**config.mk**
```make
export PLATFORM = sky130hd
export DESIGN_NAME = sphere_obstacle_collision_check_core
export DESIGN_NICKNAME = d
export VERILOG_FILES = /design/src/design/soc_pkg.sv /design/src/design/soc_isqrt.sv /design/src/design/sphere_obstacle_collision_check_core.sv
export SDC_FILE = /design/constraint.sdc
export NUM_CORES = 2
export LEC_CHECK = 0
export ABC_AREA = 1
export BUFFER_PORTS_ARGS = -buffer_cell sky130_fd_sc_hd__buf_2
export CELL_PAD_IN_SITES_DETAIL_PLACEMENT = 1
export CELL_PAD_IN_SITES_GLOBAL_PLACEMENT = 1
export CORE_ASPECT_RATIO = 1.5
export CORE_MARGIN = 2
export CORE_UTILIZATION = 37
export DETAILED_ROUTE_END_ITERATION = 12
export PLACE_DENSITY = 0.74
export SYNTH_ARGS = -nofsm -noshare
export SYNTH_HDL_FRONTEND = slang
export SYNTH_SLANG_ARGS = --single-unit
```
**constraint.sdc**
```tcl
create_clock -name clk_i -period 12.4 [get_ports clk_i]
set_clock_uncertainty 0.2 [all_clocks]
set_input_delay 0.62 -clock clk_i [delete_from_list [all_inputs] [get_ports clk_i]]
set_output_delay 0.62 -clock clk_i [all_outputs]
set_load 0.02 [all_outputs]
```
**src/design/soc_pkg.sv**
```systemverilog
// ----------------------------------------------------------------------------
// soc_pkg
// Shared codes and widths for the obstacle collision checker.
// ----------------------------------------------------------------------------
package soc_pkg;

  localparam logic CMD_WRITE = 1'b0;
  localparam logic CMD_QUERY = 1'b1;

  localparam logic [1:0] KIND_EMPTY    = 2'd0;
  localparam logic [1:0] KIND_SPHERE   = 2'd1;
  localparam logic [1:0] KIND_CYLINDER = 2'd2;
  localparam logic [1:0] KIND_BOX      = 2'd3;

  localparam logic        REG_RADIUS   = 1'b0;   // register index, from paddr[2]
  localparam logic [15:0] RADIUS_RESET = 16'd38;

  // squarer operand (signed), square result, positions, sqrt width
  localparam int OW  = 19;
  localparam int SQW = 37;
  localparam int PW  = 20;
  localparam int VW  = 36;
  localparam int SW  = 18;

endpackage

```
**src/design/soc_isqrt.sv**
```systemverilog
// ----------------------------------------------------------------------------
// soc_isqrt
// Bit-serial floor square root, one result bit per cycle.
// ----------------------------------------------------------------------------
module soc_isqrt (
  input  logic                       clk_i,
  input  logic                       rst_ni,
  input  logic                       start_i,
  input  logic [soc_pkg::VW-1:0]     value_i,
  output logic                       done_o,
  output logic [soc_pkg::SW-1:0]     root_o
);

  logic                   busy_q;
  logic [soc_pkg::VW-1:0] v_q, res_q, bit_q;
  logic [soc_pkg::VW-1:0] trial;

  assign trial  = res_q + bit_q;
  assign done_o = busy_q && (bit_q == '0);
  assign root_o = res_q[soc_pkg::SW-1:0];

  always_ff @(posedge clk_i or negedge rst_ni) begin
    if (!rst_ni) begin
      busy_q <= 1'b0;
    end else if (start_i) begin
      busy_q <= 1'b1;
    end else if (done_o) begin
      busy_q <= 1'b0;
    end
  end

  always_ff @(posedge clk_i) begin
    if (start_i) begin
      v_q   <= value_i;
      res_q <= '0;
      bit_q <= soc_pkg::VW'(1) << (soc_pkg::VW - 2);
    end else if (busy_q && bit_q != '0) begin
      if (v_q >= trial) begin
        v_q   <= v_q - trial;
        res_q <= (res_q >> 1) + bit_q;
      end else begin
        res_q <= res_q >> 1;
      end
      bit_q <= bit_q >> 2;
    end
  end

endmodule

```
**src/design/sphere_obstacle_collision_check_core.sv**
```systemverilog
// ----------------------------------------------------------------------------
// sphere_obstacle_collision_check_core
// Obstacle table with a sphere/cylinder touch test for a projectile sphere.
//
//   channel  direction  handshake                  payload
//   in       input      in_valid_i / in_stall_o    cmd, slot, obstacle_*, probe_*
//   out      output     out_valid_o / out_stall_i  hit
//   cfg      input      APB psel/penable/pready    projectile_radius at 0x0
//
// A write request goes from idle through ST_DONE. A query squares the radius,
// then walks every slot with one shared squarer: empty/box slots are skipped,
// spheres get a distance test, cylinders a side/cap test and, on a miss, a rim
// test that waits on the bit-serial square root; the walk stops at the first
// hit. Reset empties every slot at once. in_stall_o is high while a request is
// in work; the result register lets a finished result wait on out_stall_i.
// ----------------------------------------------------------------------------
module sphere_obstacle_collision_check_core #(
  parameter int MAX_OBSTACLES = 16
) (
  input  logic               clk_i,
  input  logic               rst_ni,
  input  logic               in_valid_i,
  output logic               in_stall_o,
  input  logic               cmd_i,
  input  logic [3:0]         slot_i,
  input  logic [1:0]         obstacle_kind_i,
  input  logic               lying_flag_i,
  input  logic signed [15:0] obstacle_x_i,
  input  logic signed [15:0] obstacle_y_i,
  input  logic signed [15:0] obstacle_z_i,
  input  logic [15:0]        obstacle_diameter_i,
  input  logic [15:0]        obstacle_length_i,
  input  logic signed [15:0] probe_x_i,
  input  logic signed [15:0] probe_y_i,
  input  logic signed [15:0] probe_z_i,
  output logic               out_valid_o,
  input  logic               out_stall_i,
  output logic               hit_o,
  input  logic               psel,
  input  logic               penable,
  input  logic               pwrite,
  input  logic [2:0]         paddr,
  input  logic [31:0]        pwdata,
  output logic [31:0]        prdata,
  output logic               pready
);

  localparam int IDX_W = (MAX_OBSTACLES > 1) ? $clog2(MAX_OBSTACLES) : 1;
  localparam int OW  = soc_pkg::OW;
  localparam int SQW = soc_pkg::SQW;
  localparam int PW  = soc_pkg::PW;

  typedef enum logic [4:0] {
    ST_IDLE, ST_RR, ST_LOAD, ST_R0, ST_R1, ST_R2, ST_W, ST_DD, ST_CMP,
    ST_SQRT, ST_E0, ST_E1, ST_E1C, ST_E2, ST_E2C, ST_NEXT, ST_DONE
  } state_e;

  state_e state_q;

  // configuration
  logic [15:0] radius_q;
  assign pready = 1'b1;
  assign prdata = (paddr[2] == soc_pkg::REG_RADIUS) ? {16'b0, radius_q} : 32'b0;

  // obstacle table
  logic [1:0]         kind_q  [MAX_OBSTACLES];
  logic               lying_q [MAX_OBSTACLES];
  logic signed [15:0] tx_q    [MAX_OBSTACLES];
  logic signed [15:0] ty_q    [MAX_OBSTACLES];
  logic signed [15:0] tz_q    [MAX_OBSTACLES];
  logic [15:0]        tdia_q  [MAX_OBSTACLES];
  logic [15:0]        tlen_q  [MAX_OBSTACLES];

  logic             in_acc, tab_we;
  logic [8:0]       slot_ext;
  logic [IDX_W-1:0] wr_idx, idx_q;

  assign in_stall_o = (state_q != ST_IDLE);
  assign in_acc     = in_valid_i && !in_stall_o;
  assign slot_ext   = 9'(slot_i);
  assign wr_idx     = slot_ext[IDX_W-1:0];
  assign tab_we     = in_acc && (cmd_i == soc_pkg::CMD_WRITE)
                      && (slot_ext < 9'(MAX_OBSTACLES));

  always_ff @(posedge clk_i) begin
    if (tab_we) begin
      lying_q[wr_idx] <= lying_flag_i;
      tx_q[wr_idx]    <= obstacle_x_i;
      ty_q[wr_idx]    <= obstacle_y_i;
      tz_q[wr_idx]    <= obstacle_z_i;
      tdia_q[wr_idx]  <= obstacle_diameter_i;
      tlen_q[wr_idx]  <= obstacle_length_i;
    end
  end

  // working registers
  logic signed [15:0] px_q, py_q, pz_q, ex_q, ey_q, ez_q;
  logic [15:0]        dia_q, len_q;
  logic [1:0]         ekind_q;
  logic               elying_q, hit_q, out_valid_q, out_hit_q;
  logic [SQW-1:0]     rad_q, wide_q, dd_q, rr_q, ea_q, sum_q;
  logic [soc_pkg::SW-1:0] s_q;

  // half-LSB geometry
  logic signed [OW-1:0]     dx, dy, dz, mop;
  logic signed [2*OW-1:0]   prod;
  logic [SQW-1:0]           sq;
  logic signed [PW-1:0]     v, w, top, front, back, r2p, lenp;
  logic                     is_cyl, side_cap_hit, sqrt_start, sqrt_done;
  logic [soc_pkg::SW-1:0]   sqrt_root;

  assign dx = OW'($signed({px_q, 1'b0})) - OW'($signed({ex_q, 1'b0}));
  assign dy = OW'($signed({py_q, 1'b0})) - OW'($signed({ey_q, 1'b0}));
  assign dz = OW'($signed({pz_q, 1'b0})) - OW'($signed({ez_q, 1'b0}));

  assign v     = PW'($signed({py_q, 1'b0}));
  assign w     = PW'($signed({pz_q, 1'b0}));
  assign lenp  = $signed(PW'(len_q));
  assign r2p   = $signed(PW'({radius_q, 1'b0}));
  assign top   = PW'($signed({ey_q, 1'b0})) + lenp;
  assign front = PW'($signed({ez_q, 1'b0})) + lenp;
  assign back  = PW'($signed({ez_q, 1'b0})) - lenp;

  assign is_cyl = (ekind_q == soc_pkg::KIND_CYLINDER);

  always_comb begin
    if (!elying_q) begin
      side_cap_hit = ((v <= top) && (rad_q <= wide_q))
                  || ((v <= top + r2p) && (rad_q <= dd_q));
    end else begin
      side_cap_hit = ((w <= front) && (w >= back) && (rad_q <= wide_q))
                  || ((w <= front + r2p) && (w >= back - r2p) && (rad_q <= dd_q));
    end
  end

  // shared squarer operand
  always_comb begin
    case (state_q)
      ST_RR:   mop = $signed(OW'({radius_q, 1'b0}));
      ST_R0:   mop = dx;
      ST_R1:   mop = ((ekind_q == soc_pkg::KIND_SPHERE) || elying_q) ? dy : dz;
      ST_R2:   mop = dz;
      ST_W:    mop = $signed(OW'(dia_q)) + $signed(OW'({radius_q, 1'b0}));
      ST_DD:   mop = $signed(OW'(dia_q));
      ST_E0:   mop = $signed(OW'({1'b0, s_q})) - $signed(OW'(dia_q));
      ST_E1:   mop = elying_q ? OW'(w - front) : OW'(v - top);
      ST_E2:   mop = OW'(w - back);
      default: mop = '0;
    endcase
  end

  assign prod = mop * mop;
  assign sq   = prod[SQW-1:0];

  assign sqrt_start = (state_q == ST_CMP) && is_cyl && !side_cap_hit;

  soc_isqrt u_isqrt (
    .clk_i   (clk_i),
    .rst_ni  (rst_ni),
    .start_i (sqrt_start),
    .value_i (rad_q[soc_pkg::VW-1:0]),
    .done_o  (sqrt_done),
    .root_o  (sqrt_root)
  );

  assign out_valid_o = out_valid_q;
  assign hit_o       = out_hit_q;

  always_ff @(posedge clk_i or negedge rst_ni) begin
    if (!rst_ni) begin
      state_q     <= ST_IDLE;
      radius_q    <= soc_pkg::RADIUS_RESET;
      out_valid_q <= 1'b0;
      out_hit_q   <= 1'b0;
      hit_q       <= 1'b0;
      idx_q       <= '0;
      px_q        <= '0;
      py_q        <= '0;
      pz_q        <= '0;
      ex_q        <= '0;
      ey_q        <= '0;
      ez_q        <= '0;
      dia_q       <= '0;
      len_q       <= '0;
      ekind_q     <= soc_pkg::KIND_EMPTY;
      elying_q    <= 1'b0;
      rad_q       <= '0;
      wide_q      <= '0;
      dd_q        <= '0;
      rr_q        <= '0;
      ea_q        <= '0;
      sum_q       <= '0;
      s_q         <= '0;
      for (int i = 0; i < MAX_OBSTACLES; i++) begin
        kind_q[i] <= soc_pkg::KIND_EMPTY;
      end
    end else begin
      if (psel && penable && pwrite && paddr[2] == soc_pkg::REG_RADIUS) begin
        radius_q <= pwdata[15:0];
      end
      if (tab_we) begin
        kind_q[wr_idx] <= obstacle_kind_i;
      end
      if (out_valid_q && !out_stall_i && state_q != ST_DONE) begin
        out_valid_q <= 1'b0;
      end
      case (state_q)
        ST_IDLE: begin
          if (in_acc) begin
            hit_q <= 1'b0;
            idx_q <= '0;
            px_q  <= probe_x_i;
            py_q  <= probe_y_i;
            pz_q  <= probe_z_i;
            state_q <= (cmd_i == soc_pkg::CMD_QUERY) ? ST_RR : ST_DONE;
          end
        end
        ST_RR: begin
          rr_q    <= sq;
          state_q <= ST_LOAD;
        end
        ST_LOAD: begin
          ekind_q  <= kind_q[idx_q];
          elying_q <= lying_q[idx_q];
          ex_q     <= tx_q[idx_q];
          ey_q     <= ty_q[idx_q];
          ez_q     <= tz_q[idx_q];
          dia_q    <= tdia_q[idx_q];
          len_q    <= tlen_q[idx_q];
          if (kind_q[idx_q] == soc_pkg::KIND_SPHERE
              || kind_q[idx_q] == soc_pkg::KIND_CYLINDER) begin
            state_q <= ST_R0;
          end else begin
            state_q <= ST_NEXT;
          end
        end
        ST_R0: begin
          rad_q   <= sq;
          state_q <= ST_R1;
        end
        ST_R1: begin
          rad_q   <= rad_q + sq;
          state_q <= (ekind_q == soc_pkg::KIND_SPHERE) ? ST_R2 : ST_W;
        end
        ST_R2: begin
          rad_q   <= rad_q + sq;
          state_q <= ST_W;
        end
        ST_W: begin
          wide_q  <= sq;
          state_q <= ST_DD;
        end
        ST_DD: begin
          dd_q    <= sq;
          state_q <= ST_CMP;
        end
        ST_CMP: begin
          if (!is_cyl) begin
            if (rad_q <= wide_q) begin
              hit_q   <= 1'b1;
              state_q <= ST_DONE;
            end else begin
              state_q <= ST_NEXT;
            end
          end else if (side_cap_hit) begin
            hit_q   <= 1'b1;
            state_q <= ST_DONE;
          end else begin
            state_q <= ST_SQRT;
          end
        end
        ST_SQRT: begin
          if (sqrt_done) begin
            s_q     <= sqrt_root;
            state_q <= ST_E0;
          end
        end
        ST_E0: begin
          ea_q    <= sq;
          state_q <= ST_E1;
        end
        ST_E1: begin
          sum_q   <= sq + ea_q;
          state_q <= ST_E1C;
        end
        ST_E1C: begin
          if (sum_q <= rr_q) begin
            hit_q   <= 1'b1;
            state_q <= ST_DONE;
          end else begin
            state_q <= elying_q ? ST_E2 : ST_NEXT;
          end
        end
        ST_E2: begin
          sum_q   <= sq + ea_q;
          state_q <= ST_E2C;
        end
        ST_E2C: begin
          if (sum_q <= rr_q) begin
            hit_q   <= 1'b1;
            state_q <= ST_DONE;
          end else begin
            state_q <= ST_NEXT;
          end
        end
        ST_NEXT: begin
          if (idx_q == IDX_W'(MAX_OBSTACLES - 1)) begin
            state_q <= ST_DONE;
          end else begin
            idx_q   <= idx_q + IDX_W'(1);
            state_q <= ST_LOAD;
          end
        end
        ST_DONE: begin
          // result register free, or emptied this cycle
          if (!out_valid_q || !out_stall_i) begin
            out_valid_q <= 1'b1;
            out_hit_q   <= hit_q;
            state_q     <= ST_IDLE;
          end
        end
        default: state_q <= ST_IDLE;
      endcase
    end
  end

endmodule

```
# Word level (Yosys, flattened, before mapping)
# Memory sizes are Yosys's and may differ from the RTL's. A register that Yosys moved wholly into a read port is not among the register bits.
# Cells that the tools add are included.
# totals
ramBits,1296
mem_count,6
output_inout_bits,36
regBits,441
inputBits,178
# memory_table
name,words,width,read_ports,rd_ports_with_merged_regs,wr,line,text
tdia_q,16,16,1,1,1,sphere_obstacle_collision_check_core.sv:71,logic [15:0] tdia_q [MAX_OBSTACLES];
tlen_q,16,16,1,1,1,sphere_obstacle_collision_check_core.sv:72,logic [15:0] tlen_q [MAX_OBSTACLES];
tx_q,16,16,1,1,1,sphere_obstacle_collision_check_core.sv:68,logic signed [15:0] tx_q [MAX_OBSTACLES];
ty_q,16,16,1,1,1,sphere_obstacle_collision_check_core.sv:69,logic signed [15:0] ty_q [MAX_OBSTACLES];
tz_q,16,16,1,1,1,sphere_obstacle_collision_check_core.sv:70,logic signed [15:0] tz_q [MAX_OBSTACLES];
lying_q,16,1,1,1,1,sphere_obstacle_collision_check_core.sv:67,logic lying_q [MAX_OBSTACLES];
# op_classes
n_addsub,20
reduce_logical,54
n_eq_ne,29
mux,46
n_bitwise,4
order_cmp,14
mul,1
# op_table
cell,count
one-hot mux 19 bit (9 select lines),1
two-way mux 36 bit,4
<= comparator 37 bit,3
one-hot mux 5 bit (17 select lines),1
adder 37 bit,2
one-hot mux 37 bit (2 select lines),1
subtractor 17 x 17 -> 18 bit,4
subtractor 17 x 18 -> 19 bit,3
two-way mux 5 bit,10
== test 5 x 4 -> 1 bit (second input constant),8
adder 18 x 18 -> 19 bit,2
<= comparator 17 x 19 -> 1 bit,2
two-way mux 19 bit,2
multiplier 19 x 19 -> 37 bit,1
adder 17 x 17 -> 18 bit,2
adder 35 x 35 -> 36 bit,1
adder 36 x 35 -> 36 bit,1
greater-or-equal comparator 36 bit,1
<= comparator 17 x 18 -> 1 bit,2
logical NOT 36 bit,1
nonzero test 36 bit,1
subtractor 36 bit,1
bitwise mux 32 bit,1
== test 5 x 3 -> 1 bit (second input constant),4
other kinds (41),109

# Depth between registers and ports, before layout
# logic_depth
word_depth,11
depth_mapped,68
ltp_nobuf,66

# Cells and area by module
# A second synthesis with hierarchy kept.
# hier_totals
hier_cells,12084
hier_area_um2,109900.4
# modules_own_cells
mod,cells_each,n_inst,area_per_inst_um2,seq_area_each_um2
sphere_obstacle_collision_check_core,10448,1,99918.3,49606.3
soc_isqrt,1636,1,9982.1,2187.1

# Worst setup path before layout
# OpenSTA, ideal clock, no wires.
# synth_path
kind,register -> register
from,"reg len_q[0], read port of tlen_q"
to,reg rad_q[36]
stages_incl_launch_ff,56
path_buffers,1
synth_period_minus_slack_ns,10.565
arrival_time_ns,10.247
path_slack_ns,1.835
setup_time_ns,0.118
path_cell_list,dfrtp_1 > inv_4 > fa_1 > nand3_1 > nand2_1 > nand2_1 > o211ai_1 > a21o_1 > a21oi_1 > o21ai_1 > a21boi_1 > xor2_1 > ha_1 > nand2_1 > nor4_1 > nand4_1 > nand3_1 > a21oi_1 > [20 not listed] > a21boi_0 > o21ai_2 > a21boi_1 > xnor2_1 > ha_1 > a21oi_1 > inv_1 > a21oi_1 > inv_1 > nand2_1 > o211ai_1 > a21oi_1 > nand3_1 > nand2_1 > nand3_1 > or2_2 > nand3_1 > nand2_1
# synth_between
elab_chain_len,7
word_cells_on_any_way,11
# synth_lines
item,line,text
start: declaration,sphere_obstacle_collision_check_core.sv:98,"logic [15:0] dia_q, len_q;"
adder 17 x 17 -> 18 bit (on tied branches),"sphere_obstacle_collision_check_core.sv:120, sphere_obstacle_collision_check_core.sv:121",
subtractor 17 x 18 -> 19 bit,sphere_obstacle_collision_check_core.sv:146,ST_E1: mop = elying_q ? OW'(w - front) : OW'(v - top);
two-way mux 19 bit,sphere_obstacle_collision_check_core.sv:146,
one-hot mux 19 bit (9 select lines) *,sphere_obstacle_collision_check_core.sv:138,case (state_q)
multiplier 19 x 19 -> 37 bit *,sphere_obstacle_collision_check_core.sv:152,assign prod = mop * mop;
net prod[23],sphere_obstacle_collision_check_core.sv:106,logic signed [2*OW-1:0] prod;
adder 37 bit *,"sphere_obstacle_collision_check_core.sv:242, sphere_obstacle_collision_check_core.sv:246",
one-hot mux 37 bit (2 select lines) *,sphere_obstacle_collision_check_core.sv:207,case (state_q)
end signal: assignment,sphere_obstacle_collision_check_core.sv:238,rad_q <= sq;
end signal: assignment,sphere_obstacle_collision_check_core.sv:242,rad_q <= rad_q + sq;
end signal: assignment,sphere_obstacle_collision_check_core.sv:246,rad_q <= rad_q + sq;
end: declaration,sphere_obstacle_collision_check_core.sv:101,"logic [SQW-1:0] rad_q, wide_q, dd_q, rr_q, ea_q, sum_q;"
# The timed path passes the listed nets; every way through them passes the cells marked *.
# A chain may end at the register's enable or synchronous reset.

# Worst setup path after layout
# layout_path
from,"reg len_q[1], read port of tlen_q"
to,reg sum_q[29]
# layout_between
elab_chain_len,6
word_cells_on_any_way,10
# layout_lines
item,line,text
adder 17 x 17 -> 18 bit (on tied branches),"sphere_obstacle_collision_check_core.sv:120, sphere_obstacle_collision_check_core.sv:121",
subtractor 17 x 18 -> 19 bit,sphere_obstacle_collision_check_core.sv:146,
two-way mux 19 bit,sphere_obstacle_collision_check_core.sv:146,
one-hot mux 19 bit (9 select lines) *,sphere_obstacle_collision_check_core.sv:138,
multiplier 19 x 19 -> 37 bit *,sphere_obstacle_collision_check_core.sv:152,
net prod[21],sphere_obstacle_collision_check_core.sv:106,
adder 37 bit *,"sphere_obstacle_collision_check_core.sv:283, sphere_obstacle_collision_check_core.sv:295",
end signal: assignment,sphere_obstacle_collision_check_core.sv:283,sum_q <= sq + ea_q;
end signal: assignment,sphere_obstacle_collision_check_core.sv:295,sum_q <= sq + ea_q;
end: declaration,sphere_obstacle_collision_check_core.sv:101,
# Marked as above.

==> flow_summary.toml <==
[run_status]
status = "finished with violations"
failed_checks = "DRC"

[setup_path]
worst-setup-path-type = "reg -> reg"
worst_setup_path_start_kind = "flip-flop"
cp_slowest_cell = "fa_2"
critPathArrivalTime_ns = 12.55
crit_fanout = 10
crit_top_cell = "nand2_1"
crit_path_end_kind = "flip-flop"
cp.required_ns = 12.93
critPathMaxStageDelay_ns = 0.62

[timing]
slew_viol_final = 0
period_share = 0.969
maxSlewHeadroom = 0.0899
finalCriticalPeriod_ns = 12.02
timing.fmax_mhz = 83.2
setup_viol = 0
hold_viol_final = 0
tightestPinTransition_ns = 1.36

[drt]
via_per_inst = 5.59
drt_iter0_drc = 6389
via_count = 91200
ant_nets = 0
wl_per_cell_um = 26.7
first_pass_iters = 10
wl_mm = 435
drc_errors = 2

[floorplanning]
die-area_um2 = 295000
coreArea_um2 = 289000
boundaryPins = 214
fp.dieW_um = 444
core.rowCount = 242
initial_core_util = 0.371
dieHeight_um = 664

[finish]
fill_cells = 33000
multi_input_area_um2 = 49800
area.sequential_um2 = 51800
fin_nets = 13500
fin_cells = 16300
area_growth_syn_to_layout_pct = 17.4
drive_gt1_frac = 0.132

[clock_tree]
clkTransAtPathRegs_ns = 0.07
cts_root_buffer = "clkbuf_16"
clock_path_buffers = 4
cts_num_sinks = 1814
cts_tree = "built"
clk_latency_ns = 0.94
cts_made_buffers = 190
htree_levels = 4

[placement]
dp_cells = 15800
hpwl_mm = 314
port-buffer-count = 178
place_congestion = 1.01

[yosys]
syn_avg_cell_area_um2 = 9.37
yosys.area.top_type = "edfxtp_1"
synth_edf_count = 1332
syn-instance-count = 11500
synth_top_area_frac = 0.372
yosysUniqueCellTypes = 78
synth_flop_cell = "edfxtp_1"
ys_seq_elements = 1814
ys_warn_count = 0
seq_area_frac_synth = 0.482
ys_top_cells_by_count = "nand2_1, edfxtp_1, inv_1"
synthArstFlopShare = 0.236
synth_most_common_cell = "nand2_1"
synth_area_um2 = 108000
yosys-top-cells-area = "edfxtp_1, dfrtp_1, nand2_1, ha_1, fa_1"

[grt]
grt_pass1_wl_mm = 638
grt-ovfl-total = 0
grt_usage = 0.290
grt-busiest-layer = "met2"
grt_util_met1 = 0.301
met3_usage = 0.0408
first_global_vias = 99700
grtUsageMet2 = 0.521
grt_max_degree = 150
antenna_found_initial = 43

[flow_run]
maxCapViolCount = 0

[min_path]
worstHoldPathType = "in -> reg"
## per-stage QoR
stage / setup slack (ns) / util / instance area [um^2] / hold slack (ns) / setup TNS, ns
final: 0.385 / 0.436 / 126000 / 0.0353 / 0
after global placement: -0.302 / 0.406 / 118000 / 0.263 / -0.857
after detailed placement: -0.341 / 0.406 / 118000 / 0.269 / -1.82
after CTS: 0.0166 / 0.433 / 125000 / 0.00793 / 0
after floorplan: 1.83 / - / 108000 / 0.124 / 0
after global routing: -0.0820 / 0.436 / 126000 / 0.0808 / -0.138
## layout make-up
type                       instances  area share
multi-input combinational       7944       0.395
clock buffer                     236      0.0409
tap                             3782      0.0375
inverter                        1288      0.0387
clock inverter                   106     0.00784
timing repair buffer            1115      0.0692
sequential                      1814       0.411
antenna                           16    0.000317
## routing by layer
metal / vias up / wire, um
met4: 26 / 41200
met3: 1299 / 21500
met1: 45800 / 150000
met5: - / 166
met2: 3045 / 222000
li1: 40900 / -
## worst max-delay path, delay by kind of cell (launching register included)
family	cells	cell delay, ns
XOR/XNOR	1	0.39
AO/OA/AOI/OAI	11	1.49
adder cells (fa/ha/maj)	11	4.83
buffers and inverters	16	1.75
AND/OR/NAND/NOR	19	2.76
flip-flops	1	0.39
## worst paths after layout
kind / startpoint / to / slack [ns] / cells after the start
worst max-delay path: len_q[1] / sum_q[29] / 0.38 / 58
worst min-delay path: slot_i[1] / kind_q[31] / 0.04 / 4
worst max register to register: len_q[1] / sum_q[29] / 0.38 / 58
worst min register to register: ex_q[11] / ex_q[11] / 0.29 / 2
max in group asynchronous: rst_ni / idx_q[3] / 9.51 / 4
min in group asynchronous: rst_ni / pz_q[11] / 0.16 / 2
## cell usage in the layout, fill, tap and decap left out, types with 334 or more instances in the layout
| cell type | count |
|---|---|
| a21oi_1 | 888 |
| buf_4 | 749 |
| dfrtp_1 | 407 |
| edfxtp_1 | 1332 |
| fa_1 | 334 |
| ha_1 | 627 |
| inv_1 | 1213 |
| nand2_1 | 2456 |
| nand3_1 | 360 |
| nor2_1 | 880 |
| o21ai_0 | 837 |
## registers in the layout, summed over array words and instances (netlist names), 18 cells and up
signal and cells:
sum_q 37, u_isqrt.bit_q 18, kind_q 32, u_isqrt.res_q 36
tz_q 256, ty_q 256, u_isqrt.v_q 36, tlen_q 256
tx_q 256, rad_q 37, dd_q 36, tdia_q 256
ea_q 36, s_q 18, rr_q 36, wide_q 36
## logic make-up after synthesis
kind of cell | synth area share
XOR/XNOR | 0.0204
buffers and inverters | 0.0636
multiplexers | 0.000209
other | 0.0000698
AO/OA/AOI/OAI | 0.139
flip-flops | 0.482
AND/OR/NAND/NOR | 0.156
adder cells (fa/ha/maj) | 0.140
## what timing repair did
item                                    CTS  global route
hold buffers                            152             0
setup buffers                             0            21
pin swaps                                 0            38
endpoints found under the hold margin  1415             0
resized for setup                        10           176
setup endpoints to repair                19            33
Power is not shown: default switching activity piles up to over one toggle a cycle in this logic, so the estimate is an artifact.
